$ cat src/rtl/foah_pkg.sv
// foah_pkg: shared types, constants and arithmetic helpers for the fft overlap-add
// hilbert block. No dependencies; used by foah_ctrl, foah_dp and the top level.
`default_nettype none

package foah_pkg;

  typedef enum logic [3:0] {
    ST_IDLE, ST_LOAD_RD, ST_LOAD_WR, ST_BF_RD, ST_BF_MUL, ST_BF_ADD, ST_BF_WA,
    ST_BF_WB, ST_WT_RD, ST_WT_WR, ST_OUT_RD, ST_OUT_WR
  } foah_state_t;

  typedef enum logic [3:0] {
    OP_NONE, OP_LOAD_RD, OP_LOAD_WR, OP_BF_RD, OP_BF_MUL, OP_BF_ADD, OP_BF_WA,
    OP_BF_WB, OP_WT_RD, OP_WT_WR, OP_OUT_RD, OP_OUT_WR
  } foah_op_t;

  typedef struct packed {
    foah_op_t op;
    logic     inv;    // inverse transform on the upper work bank
    logic     idle;
  } foah_cmd_t;

  typedef struct packed {
    logic start;      // a full block of samples is waiting
  } foah_sts_t;

  localparam longint unsigned PI_Q30 = 64'd3373259426;

  function automatic logic signed [23:0] sat24(input logic signed [29:0] v);
    if (v > 30'sd8388607) return 24'sh7fffff;
    else if (v < -30'sd8388608) return 24'sh800000;
    else return v[23:0];
  endfunction

  function automatic logic signed [17:0] sat18(input logic signed [21:0] v);
    if (v > 22'sd131071) return 18'sh1ffff;
    else if (v < -22'sd131072) return 18'sh20000;
    else return v[17:0];
  endfunction

  // q4.20 to q5.15 with rounding
  function automatic logic signed [19:0] q15(input logic signed [23:0] v);
    logic signed [24:0] t;
    t = 25'(v) + 25'sd16;
    return t[24:5];
  endfunction

  // shift-subtract quotient, used only while building the twiddle table
  function automatic longint unsigned udiv64(input longint unsigned num,
                                             input longint unsigned den);
    longint unsigned q, r;
    q = '0;
    r = '0;
    for (int b = 63; b >= 0; b--) begin
      r = {r[62:0], num[b]};
      if (r >= den) begin
        r    = r - den;
        q[b] = 1'b1;
      end
    end
    return q;
  endfunction

  // twiddle entry k of a 2^log2n point transform: {cos, sin} in q2.22,
  // evaluated at elaboration only
  function automatic logic [47:0] tw_entry(input int k, input int log2n);
    longint unsigned kk, x, x2, tc, ts;
    longint sc, ss, c, s;
    logic flip;
    flip = (4 * k) > (1 << log2n);
    kk = flip ? longint'((1 << (log2n - 1)) - k) : longint'(k);
    x = (PI_Q30 * 64'd2 * kk) >> log2n;
    x2 = (x * x) >> 30;
    tc = 64'd1 << 30;
    ts = x;
    sc = longint'(tc);
    ss = longint'(ts);
    for (int n = 1; n <= 12; n++) begin
      tc = udiv64((tc * x2) >> 30, 64'((2 * n - 1) * (2 * n)));
      ts = udiv64((ts * x2) >> 30, 64'((2 * n) * (2 * n + 1)));
      if ((n & 1) != 0) begin
        sc = sc - longint'(tc);
        ss = ss - longint'(ts);
      end else begin
        sc = sc + longint'(tc);
        ss = ss + longint'(ts);
      end
    end
    c = (sc + 64'sd128) >>> 8;
    s = (ss + 64'sd128) >>> 8;
    if (flip) c = -c;
    return {c[23:0], s[23:0]};
  endfunction

endpackage

`default_nettype wire

$ cat src/rtl/foah_ctrl.sv
// foah_ctrl: sequencer for one block: load, forward fft, weighting, inverse fft
// and overlap-add output pass. Depends on foah_pkg.
`default_nettype none

module foah_ctrl #(
  parameter int FFT_SIZE = 1024
) (
  input  wire                           clk,
  input  wire                           rst_n,
  input  foah_pkg::foah_sts_t           sts,
  output foah_pkg::foah_cmd_t           cmd,
  output logic [$clog2(FFT_SIZE)-1:0]   idx,
  output logic [$clog2($clog2(FFT_SIZE))-1:0] stage
);
  import foah_pkg::*;

  localparam int AW   = $clog2(FFT_SIZE);
  localparam int SW   = $clog2(AW);
  localparam int HALF = FFT_SIZE / 2;

  foah_state_t   state_r, state_nxt;
  logic [AW-1:0] idx_r, idx_nxt;
  logic [SW-1:0] stage_r, stage_nxt;
  logic          inv_r, inv_nxt;
  logic          bf_last, stage_last;

  assign bf_last    = (idx_r == AW'(HALF - 1));
  assign stage_last = (stage_r == SW'(AW - 1));

  always_ff @(posedge clk) begin
    if (!rst_n) begin
      state_r <= ST_IDLE;
      idx_r   <= '0;
      stage_r <= '0;
      inv_r   <= 1'b0;
    end else begin
      state_r <= state_nxt;
      idx_r   <= idx_nxt;
      stage_r <= stage_nxt;
      inv_r   <= inv_nxt;
    end
  end

  always_comb begin
    state_nxt = state_r;
    idx_nxt   = idx_r;
    stage_nxt = stage_r;
    inv_nxt   = inv_r;
    cmd.op    = OP_NONE;
    cmd.inv   = inv_r;
    cmd.idle  = (state_r == ST_IDLE);
    unique case (state_r)
      ST_IDLE: begin
        if (sts.start) begin
          state_nxt = ST_LOAD_RD;
          idx_nxt   = '0;
          inv_nxt   = 1'b0;
        end
      end
      ST_LOAD_RD: begin
        cmd.op    = OP_LOAD_RD;
        state_nxt = ST_LOAD_WR;
      end
      ST_LOAD_WR: begin
        cmd.op = OP_LOAD_WR;
        if (&idx_r) begin
          idx_nxt   = '0;
          stage_nxt = '0;
          state_nxt = ST_BF_RD;
        end else begin
          idx_nxt   = idx_r + 1'b1;
          state_nxt = ST_LOAD_RD;
        end
      end
      ST_BF_RD: begin
        cmd.op    = OP_BF_RD;
        state_nxt = ST_BF_MUL;
      end
      ST_BF_MUL: begin
        cmd.op    = OP_BF_MUL;
        state_nxt = ST_BF_ADD;
      end
      ST_BF_ADD: begin
        cmd.op    = OP_BF_ADD;
        state_nxt = ST_BF_WA;
      end
      ST_BF_WA: begin
        cmd.op    = OP_BF_WA;
        state_nxt = ST_BF_WB;
      end
      ST_BF_WB: begin
        cmd.op = OP_BF_WB;
        if (bf_last) begin
          idx_nxt = '0;
          if (stage_last) begin
            stage_nxt = '0;
            state_nxt = inv_r ? ST_OUT_RD : ST_WT_RD;
          end else begin
            stage_nxt = stage_r + 1'b1;
            state_nxt = ST_BF_RD;
          end
        end else begin
          idx_nxt   = idx_r + 1'b1;
          state_nxt = ST_BF_RD;
        end
      end
      ST_WT_RD: begin
        cmd.op    = OP_WT_RD;
        state_nxt = ST_WT_WR;
      end
      ST_WT_WR: begin
        cmd.op = OP_WT_WR;
        if (&idx_r) begin
          idx_nxt   = '0;
          inv_nxt   = 1'b1;
          state_nxt = ST_BF_RD;
        end else begin
          idx_nxt   = idx_r + 1'b1;
          state_nxt = ST_WT_RD;
        end
      end
      ST_OUT_RD: begin
        cmd.op    = OP_OUT_RD;
        state_nxt = ST_OUT_WR;
      end
      ST_OUT_WR: begin
        cmd.op = OP_OUT_WR;
        if (&idx_r) begin
          idx_nxt   = '0;
          inv_nxt   = 1'b0;
          state_nxt = ST_IDLE;
        end else begin
          idx_nxt   = idx_r + 1'b1;
          state_nxt = ST_OUT_RD;
        end
      end
      default: state_nxt = ST_IDLE;
    endcase
  end

  assign idx      = idx_r;
  assign stage    = stage_r;

endmodule

`default_nettype wire

$ cat config.mk
export PLATFORM = sky130hd
export DESIGN_NAME = foah_ctrl
export DESIGN_NICKNAME = d
export VERILOG_FILES = /design/src/rtl/foah_pkg.sv /design/src/rtl/foah_ctrl.sv
export SDC_FILE = /design/constraint.sdc
export NUM_CORES = 1
export LEC_CHECK = 0
export BUFFER_PORTS_ARGS = -buffer_cell sky130_fd_sc_hd__clkbuf_2
export CORE_MARGIN = 8
export CORE_UTILIZATION = 45
export CTS_BUF_LIST = sky130_fd_sc_hd__clkbuf_4
export DETAILED_ROUTE_END_ITERATION = 8
export PLACE_DENSITY = 0.67
export SETUP_SLACK_MARGIN = 0.5
export SYNTH_ARGS = -nofsm -noshare
export SYNTH_HDL_FRONTEND = slang
export SYNTH_SLANG_ARGS = --single-unit
$ cat constraint.sdc
create_clock -name clk -period 4.1 [get_ports clk]
set_input_delay 0.41 -clock clk [delete_from_list [all_inputs] [get_ports clk]]
set_output_delay 0.41 -clock clk [all_outputs]
set_load 0.01 [all_outputs]
==> run metrics, run 1 <==
synthesized flop and latch total 19; GRT Total Usage 12.3%; IO Port Bufs 22; post-DP HPWL 2030 um; row cnt 18; Core ar. 2480 um^2; Root Buffer clkbuf_4; via density per instance 5.62; total number of vias 1085; Mapped Area 1180 um^2; met3 usage 3.97%; Post-Synthesis Cells 145; width of the die 67.3 um; worst skew pair latency 300 ps; CP endpoint kind flip-flop; max-slew violation count 0; Final min period 2240 ps; chip height 67.3 um; initial antenna violation count 0; Yosys cell types 45; YS warnings 0; Crit-path slowest cell dfxtp_1; fmax 446 MHz; area grow syn2layout 11.1%; Yosys top cell by area dfxtp_1; Buf/Inv on CP 0; Initial DRC Count 69; worst min path class in2reg; Leak 0.000535 uW; Max-Cap Viols 0; CP top delay family compound AO/OA/AOI/OAI gates; Most used DFF post-synth dfxtp_1; die area 4520 um^2; TritonCTS clock tree yes; worst clock skew 1.93 ps; Post-synth ARST share 0%; Synth area leaders dfxtp_1 32%, a21oi_1 5.9%, nand3_1 4.7%, nor2_1 3.5%, ha_1 3.2%; status finished clean; Final Setup Violations 0; ANT nets after route 0; Area after DPL 1280 um^2; drc violations 0; layout cell share with drive strength beyond 1 22.1%; n_diodes 0; M1 GR Usage 15.3%; Final TNS setup 0 ps; number of nets in the layout 170; CTS Buf Count 3; setup repair bufs after CTS 0; EDFF count, synth 0; placed cells 189; Finished Layout Cells 193; final cycle utilization of the critical path 54.6%; vias in the first global route 987; Hold WS 430 ps; average size of a mapped cell 8.15 um^2; worst IR drop on VDD 188 uV; Initial Util 47.7%; Final Cell Area 1310 um^2; Fill cells 249; fraction of synthesized cell area taken by the top area cell type 32.2%; cts hold-fix bufs 0; PwrDens 262 nW/um^2; Top Usage Layer GRT met2; Worst slew margin 49.7%; Synth Net Count 151; final WL 2650 um; worst path cell trace and4b_1, a211oi_2, a211oi_2, and3_1, a221o_1; Wirelength per Cell 13.7 um; Clock Tree Buf Depth 2; RSZ-0062 raised after global routing no; Slowest Stage Delay on Critical Path 710 ps; most frequent CP cell a211oi_2; GR Util met2 20.7%; critical path class reg2reg; first-pass iteration count of the detailed router 4; crit start category flip-flop; clock sink count 19; worst slew pin tran 754 ps; worst endpoint data arrival time 2490 ps; Place WS 1910 ps; total global routing overflow 0; routability cong. 0.830; I/O Pins 23; Critical Path Fanout Max 14; Fin. Hold Viols 0; Max H-tree Level 1; largest net degree at the start of global routing 16; CP Data Required Time 4350 ps; global-route wire length before repair 4490 um; PostCTS Resize Cnt 0; worst setup margin 1860 ps; clock slew at reported path FFs 110 ps; Seq/Total Area, Yosys 32.2%
-- flip-flops by register name, summed over array words and instances (netlist names) --
register / flops
idx: 10
stage: 4
state_r: 4
inv_r: 1
-- tightest hold or removal path, cell delays in order --
cell      delay [ps]
clkbuf_2         100
nand3_1          120
a31oi_1           60
-- final timing paths --
kind | startpoint | slack (ps) | depth (start not counted) | end
worst max-delay path | state_r[0]$_SDFFE_PN0P_ | 1860 | 5 | idx[7]$_SDFFE_PN0P_
worst min-delay path | rst_n | 430 | 3 | state_r[1]$_SDFFE_PN0P_
worst max register to register | state_r[0]$_SDFFE_PN0P_ | 1860 | 5 | idx[7]$_SDFFE_PN0P_
worst min register to register | idx[8]$_SDFFE_PN0P_ | 510 | 2 | idx[8]$_SDFFE_PN0P_
-- synthesized netlist by cell type, drive strengths merged (2+ instances only) --
cell    number
nor2        13
a211oi       4
nor3         3
nand2b       2
buf          6
ha           3
inv          7
nor4         2
and4b        2
mux2i        2
dfxtp       19
a22o         3
and3         2
nor2b        2
a21oi       14
nand3       11
or3          4
nand2        9
or2          3
or4          3
a221o        2
clkbuf       2
a21o         2
and2         4
nand4        2
o21ai        7
-- cell families after synthesis --
kind of cell | share of synthesized area, %
adder cells (fa/ha/maj) | 3.17
multiplexers | 1.69
buffers and inverters | 6.46
AO/OA/AOI/OAI | 21.6
AND/OR/NAND/NOR | 33.4
flip-flops | 32.2
XOR/XNOR | 1.48
-- final cells by class --
class	instances	area, um^2	share of cell area, %
sequential	19	380	29.0
clock buffer	4	30.0	2.29
inverter	8	30.0	2.29
multi-input combinational	110	726	55.2
tap	30	37.5	2.86
timing repair buffer	22	110	8.38
-- routing by layer --
| metal | vias to the layer above | wire length, um |
|---|---|---|
| li1 | 567 | - |
| met1 | 494 | 1250 |
| met2 | 24 | 1270 |
| met3 | 0 | 126 |
| met4 | 0 | 0 |
| met5 | - | 0 |
-- per-stage QoR --
stage / total power (uW) / util (%)
6_report: 345 / 53.0
5_1_grt: 362 / 53.0
4_1_cts: 348 / 53.0
3_5_place_dp: 245 / 51.8
3_3_place_gp: 244 / 51.8
2_1_floorplan: 235 / -
-- cell usage in the layout, fill, tap and decap left out, types with 2 or more instances in the layout --
| master | n |
|---|---|
| a211oi_1 | 2 |
| a211oi_2 | 2 |
| a21o_1 | 2 |
| a21oi_1 | 14 |
| a221o_1 | 2 |
| a22o_1 | 3 |
| and2_1 | 4 |
| and3_1 | 2 |
| and4b_1 | 2 |
| clkbuf_2 | 22 |
| clkbuf_4 | 4 |
| dfxtp_1 | 19 |
| ha_1 | 3 |
| inv_1 | 7 |
| mux2i_1 | 2 |
| nand2_1 | 9 |
| nand2b_1 | 2 |
| nand3_1 | 11 |
| nand4_1 | 2 |
| nor2_1 | 11 |
| nor2_2 | 2 |
| nor2b_1 | 2 |
| nor3_1 | 3 |
| nor4_1 | 2 |
| o21ai_0 | 3 |
| o21ai_1 | 3 |
| or2_2 | 2 |
| or3_1 | 4 |
| or4_1 | 3 |
-- power by group --
part	total [uW]	internal [uW]	switching [uW]
registers	199	188	11.2
clock network	104	44.5	59.9
logic	41.6	18.0	23.6
Power figures use the tool's default switching activity.
==> run 2: changes to the inputs <==
--- a/config.mk
+++ b/config.mk
@@ -5,6 +5,7 @@
 export SDC_FILE = /design/constraint.sdc
 export NUM_CORES = 1
 export LEC_CHECK = 0
+export ABC_AREA = 1
 export BUFFER_PORTS_ARGS = -buffer_cell sky130_fd_sc_hd__clkbuf_2
 export CORE_MARGIN = 8
 export CORE_UTILIZATION = 45
==> constraint.sdc (replaced) <==
create_clock -name clk -period 2.3 [get_ports clk]
set_input_delay 0.23 -clock clk [delete_from_list [all_inputs] [get_ports clk]]
set_output_delay 0.23 -clock clk [all_outputs]
set_load 0.01 [all_outputs]
==> run 2 against run 1 <==
Against the previous run: clock power is 70% higher; highest routed layer is now met4; area after synthesis is 5.0% higher; critical path type unchanged; routed wire length is 19% higher; worst hold slack worse by 190 ps; non-clock buffer count is 3 higher; combinational power grew to 3.6 times the previous value; register-to-register slack worse by 1200 ps; sequential share of layout area is 2.3 points lower.
==> run metrics, run 2 <==
IO Port Bufs 22 (unchanged); I/O Pins 23 (unchanged); Final min period 1680 ps (was 2240 ps); met3 usage 2.26% (was 3.97%); most frequent cell after synthesis nand2_1 (was dfxtp_1); RSZ-0062 raised after global routing no (unchanged); synthesized flop and latch total 19 (unchanged); total number of vias 1332 (was 1085); Mapped Area 1240 um^2 (was 1180 um^2); worst endpoint data arrival time 1890 ps (was 2490 ps); Post-Synthesis Cells 196 (was 145); n_diodes 0 (unchanged); Clock Tree Buf Depth 2 (unchanged); number of nets in the layout 229 (was 170); reg-to-reg critical path endpoint stage[1]$_SDFFE_PN0P_ (was idx[7]$_SDFFE_PN0P_); drc violations 0 (unchanged); hold path startpoint rst_n (unchanged); chip height 68.5 um (was 67.3 um); R2R Setup Slk 620 ps (was 1860 ps); Seq/Total Area, Yosys 30.6% (was 32.2%); ANT nets after route 0 (unchanged); Hold Path Sink state_r[3]$_SDFFE_PN0P_ (was state_r[1]$_SDFFE_PN0P_); Final Setup Violations 0 (unchanged); critical path class reg2reg (unchanged); Initial DRC Count 97 (was 69); die area 4690 um^2 (was 4520 um^2); status finished clean (unchanged); YS warnings 0 (unchanged); clock slew at reported path FFs 110 ps (about the same); area grow syn2layout 15.8% (was 11.1%); GR Util met2 22.8% (was 20.7%); max reg flops 10 (unchanged); worst slew pin tran 406 ps (was 754 ps); M1 GR Usage 18.8% (was 15.3%); final cycle utilization of the critical path 73.1% (was 54.6%); Core ar. 2690 um^2 (was 2480 um^2); row cnt 19 (was 18); Most used DFF post-synth dfxtp_1 (unchanged); Final TNS setup 0 ps (unchanged); initial antenna violation count 0 (unchanged); Top Usage Layer GRT met2 (unchanged); R2R cell count 10 (was 5); fmax 595 MHz (was 446 MHz); Yosys cell types 30 (was 45); cts hold-fix bufs 0 (unchanged); worst min path class in2reg (unchanged); hold path cells 3 (unchanged); GRT Total Usage 14.3% (was 12.3%); largest net degree at the start of global routing 14 (was 16); EDFF count, synth 0 (unchanged); max-slew violation count 0 (unchanged); commonest cells after routing, fill and taps aside 49 x nand2_1, 25 x inv_1, 22 x nor2_1, 22 x clkbuf_2, 19 x nand3_1 (was 22 x clkbuf_2, 19 x dfxtp_1, 14 x a21oi_1, 11 x nor2_1, 11 x nand3_1); reg2reg start idx[0]$_SDFFE_PN0P_ (was state_r[0]$_SDFFE_PN0P_); Synth Net Count 202 (was 151); CTS Buf Count 3 (unchanged); commonest non-fill, non-tap cell in the layout nand2_1 (was clkbuf_2); Wirelength per Cell 12.5 um (was 13.7 um); crit start category flip-flop (unchanged); TritonCTS clock tree yes (unchanged); total global routing overflow 0 (unchanged); Yosys top cell by area dfxtp_1 (unchanged); Root Buffer clkbuf_4 (unchanged); Leak 0.000703 uW (was 0.000535 uW); average size of a mapped cell 6.33 um^2 (was 8.15 um^2); worst IR drop on VDD 439 uV (was 188 uV); CP endpoint kind flip-flop (unchanged); CP Data Required Time 2510 ps (was 4350 ps); final WL 3150 um (was 2650 um); Critical Path Fanout Max 5 (was 14); layout cell share with drive strength beyond 1 23.4% (was 22.1%); post-DP HPWL 2400 um (was 2030 um); worst skew pair latency 310 ps (was 300 ps); PwrDens 471 nW/um^2 (was 262 nW/um^2); global-route wire length before repair 5290 um (was 4490 um); Max-Cap Viols 0 (unchanged); top post-synthesis cells by count 50 x nand2_1, 25 x inv_1, 24 x nor2_1, 20 x nand3_1, 19 x dfxtp_1 (was 19 x dfxtp_1, 14 x a21oi_1, 11 x nand3_1, 11 x nor2_1, 9 x nand2_1); Fin. Hold Viols 0 (unchanged); vias in the first global route 1213 (was 987); Max H-tree Level 1 (unchanged); Post-synth ARST share 0% (unchanged); worst clock skew 4.12 ps (was 1.93 ps); via density per instance 5.26 (was 5.62); Synth area leaders dfxtp_1 31%, nand2_1 15%, nand3_1 8.1%, inv_1 7.6%, nor2_1 7.3% (was dfxtp_1 32%, a21oi_1 5.9%, nand3_1 4.7%, nor2_1 3.5%, ha_1 3.2%); Worst slew margin 72.9% (was 49.7%); Hold WS 239 ps (was 430 ps); routability cong. 0.920 (was 0.830); width of the die 68.5 um (was 67.3 um); fraction of synthesized cell area taken by the top area cell type 30.6% (was 32.2%); Final Util 53.5% (was 53.0%); Initial Util 46.2% (was 47.7%); first-pass iteration count of the detailed router 4 (unchanged); clock sink count 19 (unchanged)
==> run 2: cell types whose count changed after synthesis, sizes merged, moves of 5 or more <==
cell,before,now
nand2,9,57
inv,7,27
nand3,11,20
nor2,13,28
nand4,2,7
==> run 2: critical path, stage by stage (launching register included) <==
cell,delay [ps]
dfxtp_2,380
ha_1,190
nand2_1,140
nor2_2,160
nand3_1,150
inv_1,120
nand2_1,80
nand2_2,110
nand2_2,80
a21oi_1,120
nor2_1,50
==> run 2: what timing repair did <==
item	in CTS	in global routing
buffers inserted	0	3
endpoints found under the setup margin	3	9
resized for setup	1	6
pin swaps	0	2
cloned	0	0
==> run 2: how the worst max path moves through the flow <==
stage,start,endpoint,slack (ps),cells past startpoint
global placement,idx[0]$_SDFFE_PN0P_,idx[5]$_SDFFE_PN0P_,550,8
floorplan,idx[0]$_SDFFE_PN0P_,idx[3]$_SDFFE_PN0P_,730,8
CTS,idx[0]$_SDFFE_PN0P_,idx[5]$_SDFFE_PN0P_,530,8
detailed placement,idx[0]$_SDFFE_PN0P_,idx[3]$_SDFFE_PN0P_,490,8
finish,idx[0]$_SDFFE_PN0P_,stage[1]$_SDFFE_PN0P_,620,10
global route,idx[0]$_SDFFE_PN0P_,stage[1]$_SDFFE_PN0P_,490,10
==> run 2: final cells by class <==
| type | instances | area [um^2] |
|---|---|---|
| fill | 280 | 1250 |
| multi-input combinational | 147 | 754 |
| sequential | 19 | 383 |
| timing repair buffer | 25 | 133 |
| inverter | 27 | 101 |
| tap | 31 | 38.8 |
| clock buffer | 3 | 22.5 |
| clock inverter | 1 | 5.00 |
==> run 2: stage by stage <==
step                cells  total power [uW]  cell area [um^2]  setup WS [ps]
floorplan             196               473              1240            728
global placement      246               504              1370            554
detailed placement    246               506              1370            495
CTS                   250               681              1400            529
global route          253               722              1440            490
finish                253               677              1440            619
==> run 2: where the power goes <==
group	switching (uW)	leakage, uW	internal (uW)
Clock	112	0.0000177	65.0
Combinational	101	0.000531	47.1
Sequential	13.5	0.000155	339
==> run 2: cells by family (layout without fill, tap and decap cells) <==
group	Yosys count	after routing	synth area share, %
compound gates	26	26	11.8
flops	19	19	30.6
fa+ha+maj	3	3	3.02
simple gates	115	115	42.4
buf+inv	30	56	9.98
xor+xnor	3	3	2.12
==> run 2: routing by layer <==
metal  vias up  wire (um)
met5         -          0
met2        41       1390
met4         0         47
met1       602       1500
met3         5        204
li1        684          -
==> run 3: changes to the inputs <==
==> constraint.sdc (replaced) <==
create_clock -name clk -period 1.8 [get_ports clk]
set_input_delay 0.18 -clock clk [delete_from_list [all_inputs] [get_ports clk]]
set_output_delay 0.18 -clock clk [all_outputs]
set_load 0.01 [all_outputs]
==> run 3 against run 2 <==
Against the previous run: non-clock buffer count rose by 10; critical endpoint unchanged; highest routed layer unchanged; fmax rose by 15%; sequential power rose by 30%; worst hold slack got worse by 51 ps; clock skew rose by 5.0 ps; first-iteration DRC count fell by 16%; core utilization rose by 12 points; count of clock-buffer cells in the layout rose by 1; total power rose by 47%.
==> run metrics, run 3 (synthesis gave the netlist of run 2 again) <==
status finished clean (unchanged); worst min path class in2reg (unchanged); drc violations 0 (unchanged); post-DP HPWL 2440 um (was 2400 um); routability cong. 0.904 (was 0.920); worst slew pin tran 392 ps (was 406 ps); max reg flops 10 (unchanged); Root Buffer clkbuf_4 (unchanged); commonest non-fill, non-tap cell in the layout nand2_1 (unchanged); Fill cells 247 (was 280); row cnt 19 (unchanged); Hold Path Sink state_r[3]$_SDFFE_PN0P_ (unchanged); number of nets in the layout 240 (was 229); Hold WS 188 ps (was 239 ps); width of the die 68.5 um (unchanged); Core ar. 2690 um^2 (unchanged); n_diodes 0 (unchanged); layout cell share with drive strength beyond 1 40.8% (was 23.4%); worst skew pair latency 310 ps (about the same); hold path startpoint rst_n (unchanged); worst setup margin 340 ps (was 619 ps); final WL 3670 um (was 3150 um); Worst slew margin 73.8% (was 72.9%); commonest cells after routing, fill and taps aside 43 x nand2_1, 21 x inv_1, 20 x clkbuf_2, 18 x nor2_1, 15 x nand3_1 (was 49 x nand2_1, 25 x inv_1, 22 x nor2_1, 22 x clkbuf_2, 19 x nand3_1); largest net degree at the start of global routing 12 (was 14); chip height 68.5 um (unchanged); global-route wire length before repair 5950 um (was 5290 um); TritonCTS clock tree yes (unchanged); via density per instance 5.33 (was 5.26); Initial DRC Count 81 (was 97); die area 4690 um^2 (unchanged); total global routing overflow 0 (unchanged); IO Port Bufs 22 (unchanged); reg2reg start idx[0]$_SDFFE_PN0P_ (unchanged); hold path cells 3 (unchanged); worst IR drop on VDD 530 uV (was 439 uV); crit start category flip-flop (unchanged); Total Power 994 uW (was 677 uW); cts hold-fix bufs 0 (unchanged); Critical Path Fanout Max 5 (unchanged); clock slew at reported path FFs 110 ps (about the same); Area after DPL 1460 um^2 (was 1370 um^2); Fin. Hold Viols 0 (unchanged); critical path class reg2reg (unchanged); Final TNS setup 0 ps (unchanged); Crit-path slowest cell dfxtp_4 (was dfxtp_2); Buf/Inv on CP 1 (unchanged); Slowest Stage Delay on Critical Path 390 ps (was 380 ps); Final Setup Violations 0 (unchanged); worst endpoint data arrival time 1670 ps (was 1890 ps); Max H-tree Level 1 (unchanged); max-slew violation count 0 (unchanged); CP endpoint kind flip-flop (unchanged); reg-to-reg critical path endpoint stage[1]$_SDFFE_PN0P_ (unchanged); Wirelength per Cell 13.9 um (was 12.5 um); Crit path depth 10 (unchanged); GRT Total Usage 16.1% (was 14.3%); worst clock skew 9.12 ps (was 4.12 ps); first-pass iteration count of the detailed router 4 (unchanged); Initial Util 46.2% (unchanged); worst path cell trace ha_4, nand2_4, nor2_4, nand3_2, inv_2, nand2_2, nand2_4, nand2_8, a21oi_2, nor2_1 (was ha_1, nand2_1, nor2_2, nand3_1, inv_1, nand2_1, nand2_2, nand2_2, a21oi_1, nor2_1); Clock Tree Buf Depth 2 (unchanged); ANT nets after route 0 (unchanged); R2R cell count 10 (unchanged); Leak 0.000815 uW (was 0.000703 uW); Place WS 261 ps (was 495 ps); final cycle utilization of the critical path 81.1% (was 73.1%); Final Cell Area 1750 um^2 (was 1440 um^2); vias in the first global route 1298 (was 1213); most frequent CP cell nand2_4; clock sink count 19 (unchanged); fmax 685 MHz (was 595 MHz); area grow syn2layout 41.1% (was 15.8%); Max-Cap Viols 0 (unchanged); CP Data Required Time 2010 ps (was 2510 ps); CTS Buf Count 3 (unchanged); Final min period 1460 ps (was 1680 ps); initial antenna violation count 0 (unchanged); PwrDens 568 nW/um^2 (was 471 nW/um^2); CP top delay family simple AND/OR/NAND/NOR gates (unchanged); total number of vias 1406 (was 1332); R2R Setup Slk 340 ps (was 620 ps); RSZ-0062 raised after global routing yes (was no); I/O Pins 23 (unchanged)
==> run 3: cell types whose count changed in the layout (fill, tap and decap cells not counted), moves of 4 or more <==
cell	delta
dfxtp_1	-8
buf_4	+6
dfxtp_4	+6
nand2_1	-6
nand2_4	+5
inv_1	-4
nand3_1	-4
nor2_1	-4
==> run 3: metrics by stage <==
step / util, % / instances
after global placement: 54.4 / 246
after floorplan: - / 196
after detailed placement: 54.4 / 246
after CTS: 60.7 / 259
final: 65.2 / 264
after global routing: 65.2 / 264
==> run 3: routing by layer <==
metal,track usage (%),up-vias,share of wire (%)
met5,0,-,0
met4,2.81,0,1.2
met3,5.49,7,8.5
met2,26.7,42,47
met1,19.9,646,43
li1,-,711,-
==> run 3: worst min-delay path, delay by kind of cell <==
family                 cells  cell delay, ps
buffers and inverters      2             200
AND/OR/NAND/NOR            1             100
==> run 3: power breakdown <==
part           internal [uW]  switching (uW)  total, uW  leakage [uW]
clock network            102             138        239     0.0000184
registers                432            26.0        458      0.000160
logic                    124             173        297      0.000636
==> run 3: what timing repair did <==
action,CTS,global route
pin swaps,14,5
gates resized for setup,17,23
endpoints found under the setup margin,21,21
gates cloned,1,0
setup buffers,8,5
==> run 3: worst max path at each step <==
stage	start	endpoint	slack (ps)
2_1_floorplan	idx[1]$_SDFFE_PN0P_	idx[9]$_SDFFE_PN0P_	490
3_3_place_gp	state_r[1]$_SDFFE_PN0P_	idx[7]$_SDFFE_PN0P_	270
3_5_place_dp	state_r[1]$_SDFFE_PN0P_	idx[7]$_SDFFE_PN0P_	260
4_1_cts	idx[0]$_SDFFE_PN0P_	idx[9]$_SDFFE_PN0P_	370
5_1_grt	state_r[2]$_SDFFE_PN0P_	idx[9]$_SDFFE_PN0P_	270
6_report	idx[0]$_SDFFE_PN0P_	stage[1]$_SDFFE_PN0P_	340
==> run 3: cell type report <==
cell class                      instances  area, um^2  share of cell area, %
Clock buffer                            4        30.0                   1.71
Sequential cell                        19         408                   23.3
Inverter                               27         106                   6.07
Multi-Input combinational cell        148         937                   53.5
Timing Repair Buffer                   35         231                   13.2
Tap cell                               31        38.8                   2.21
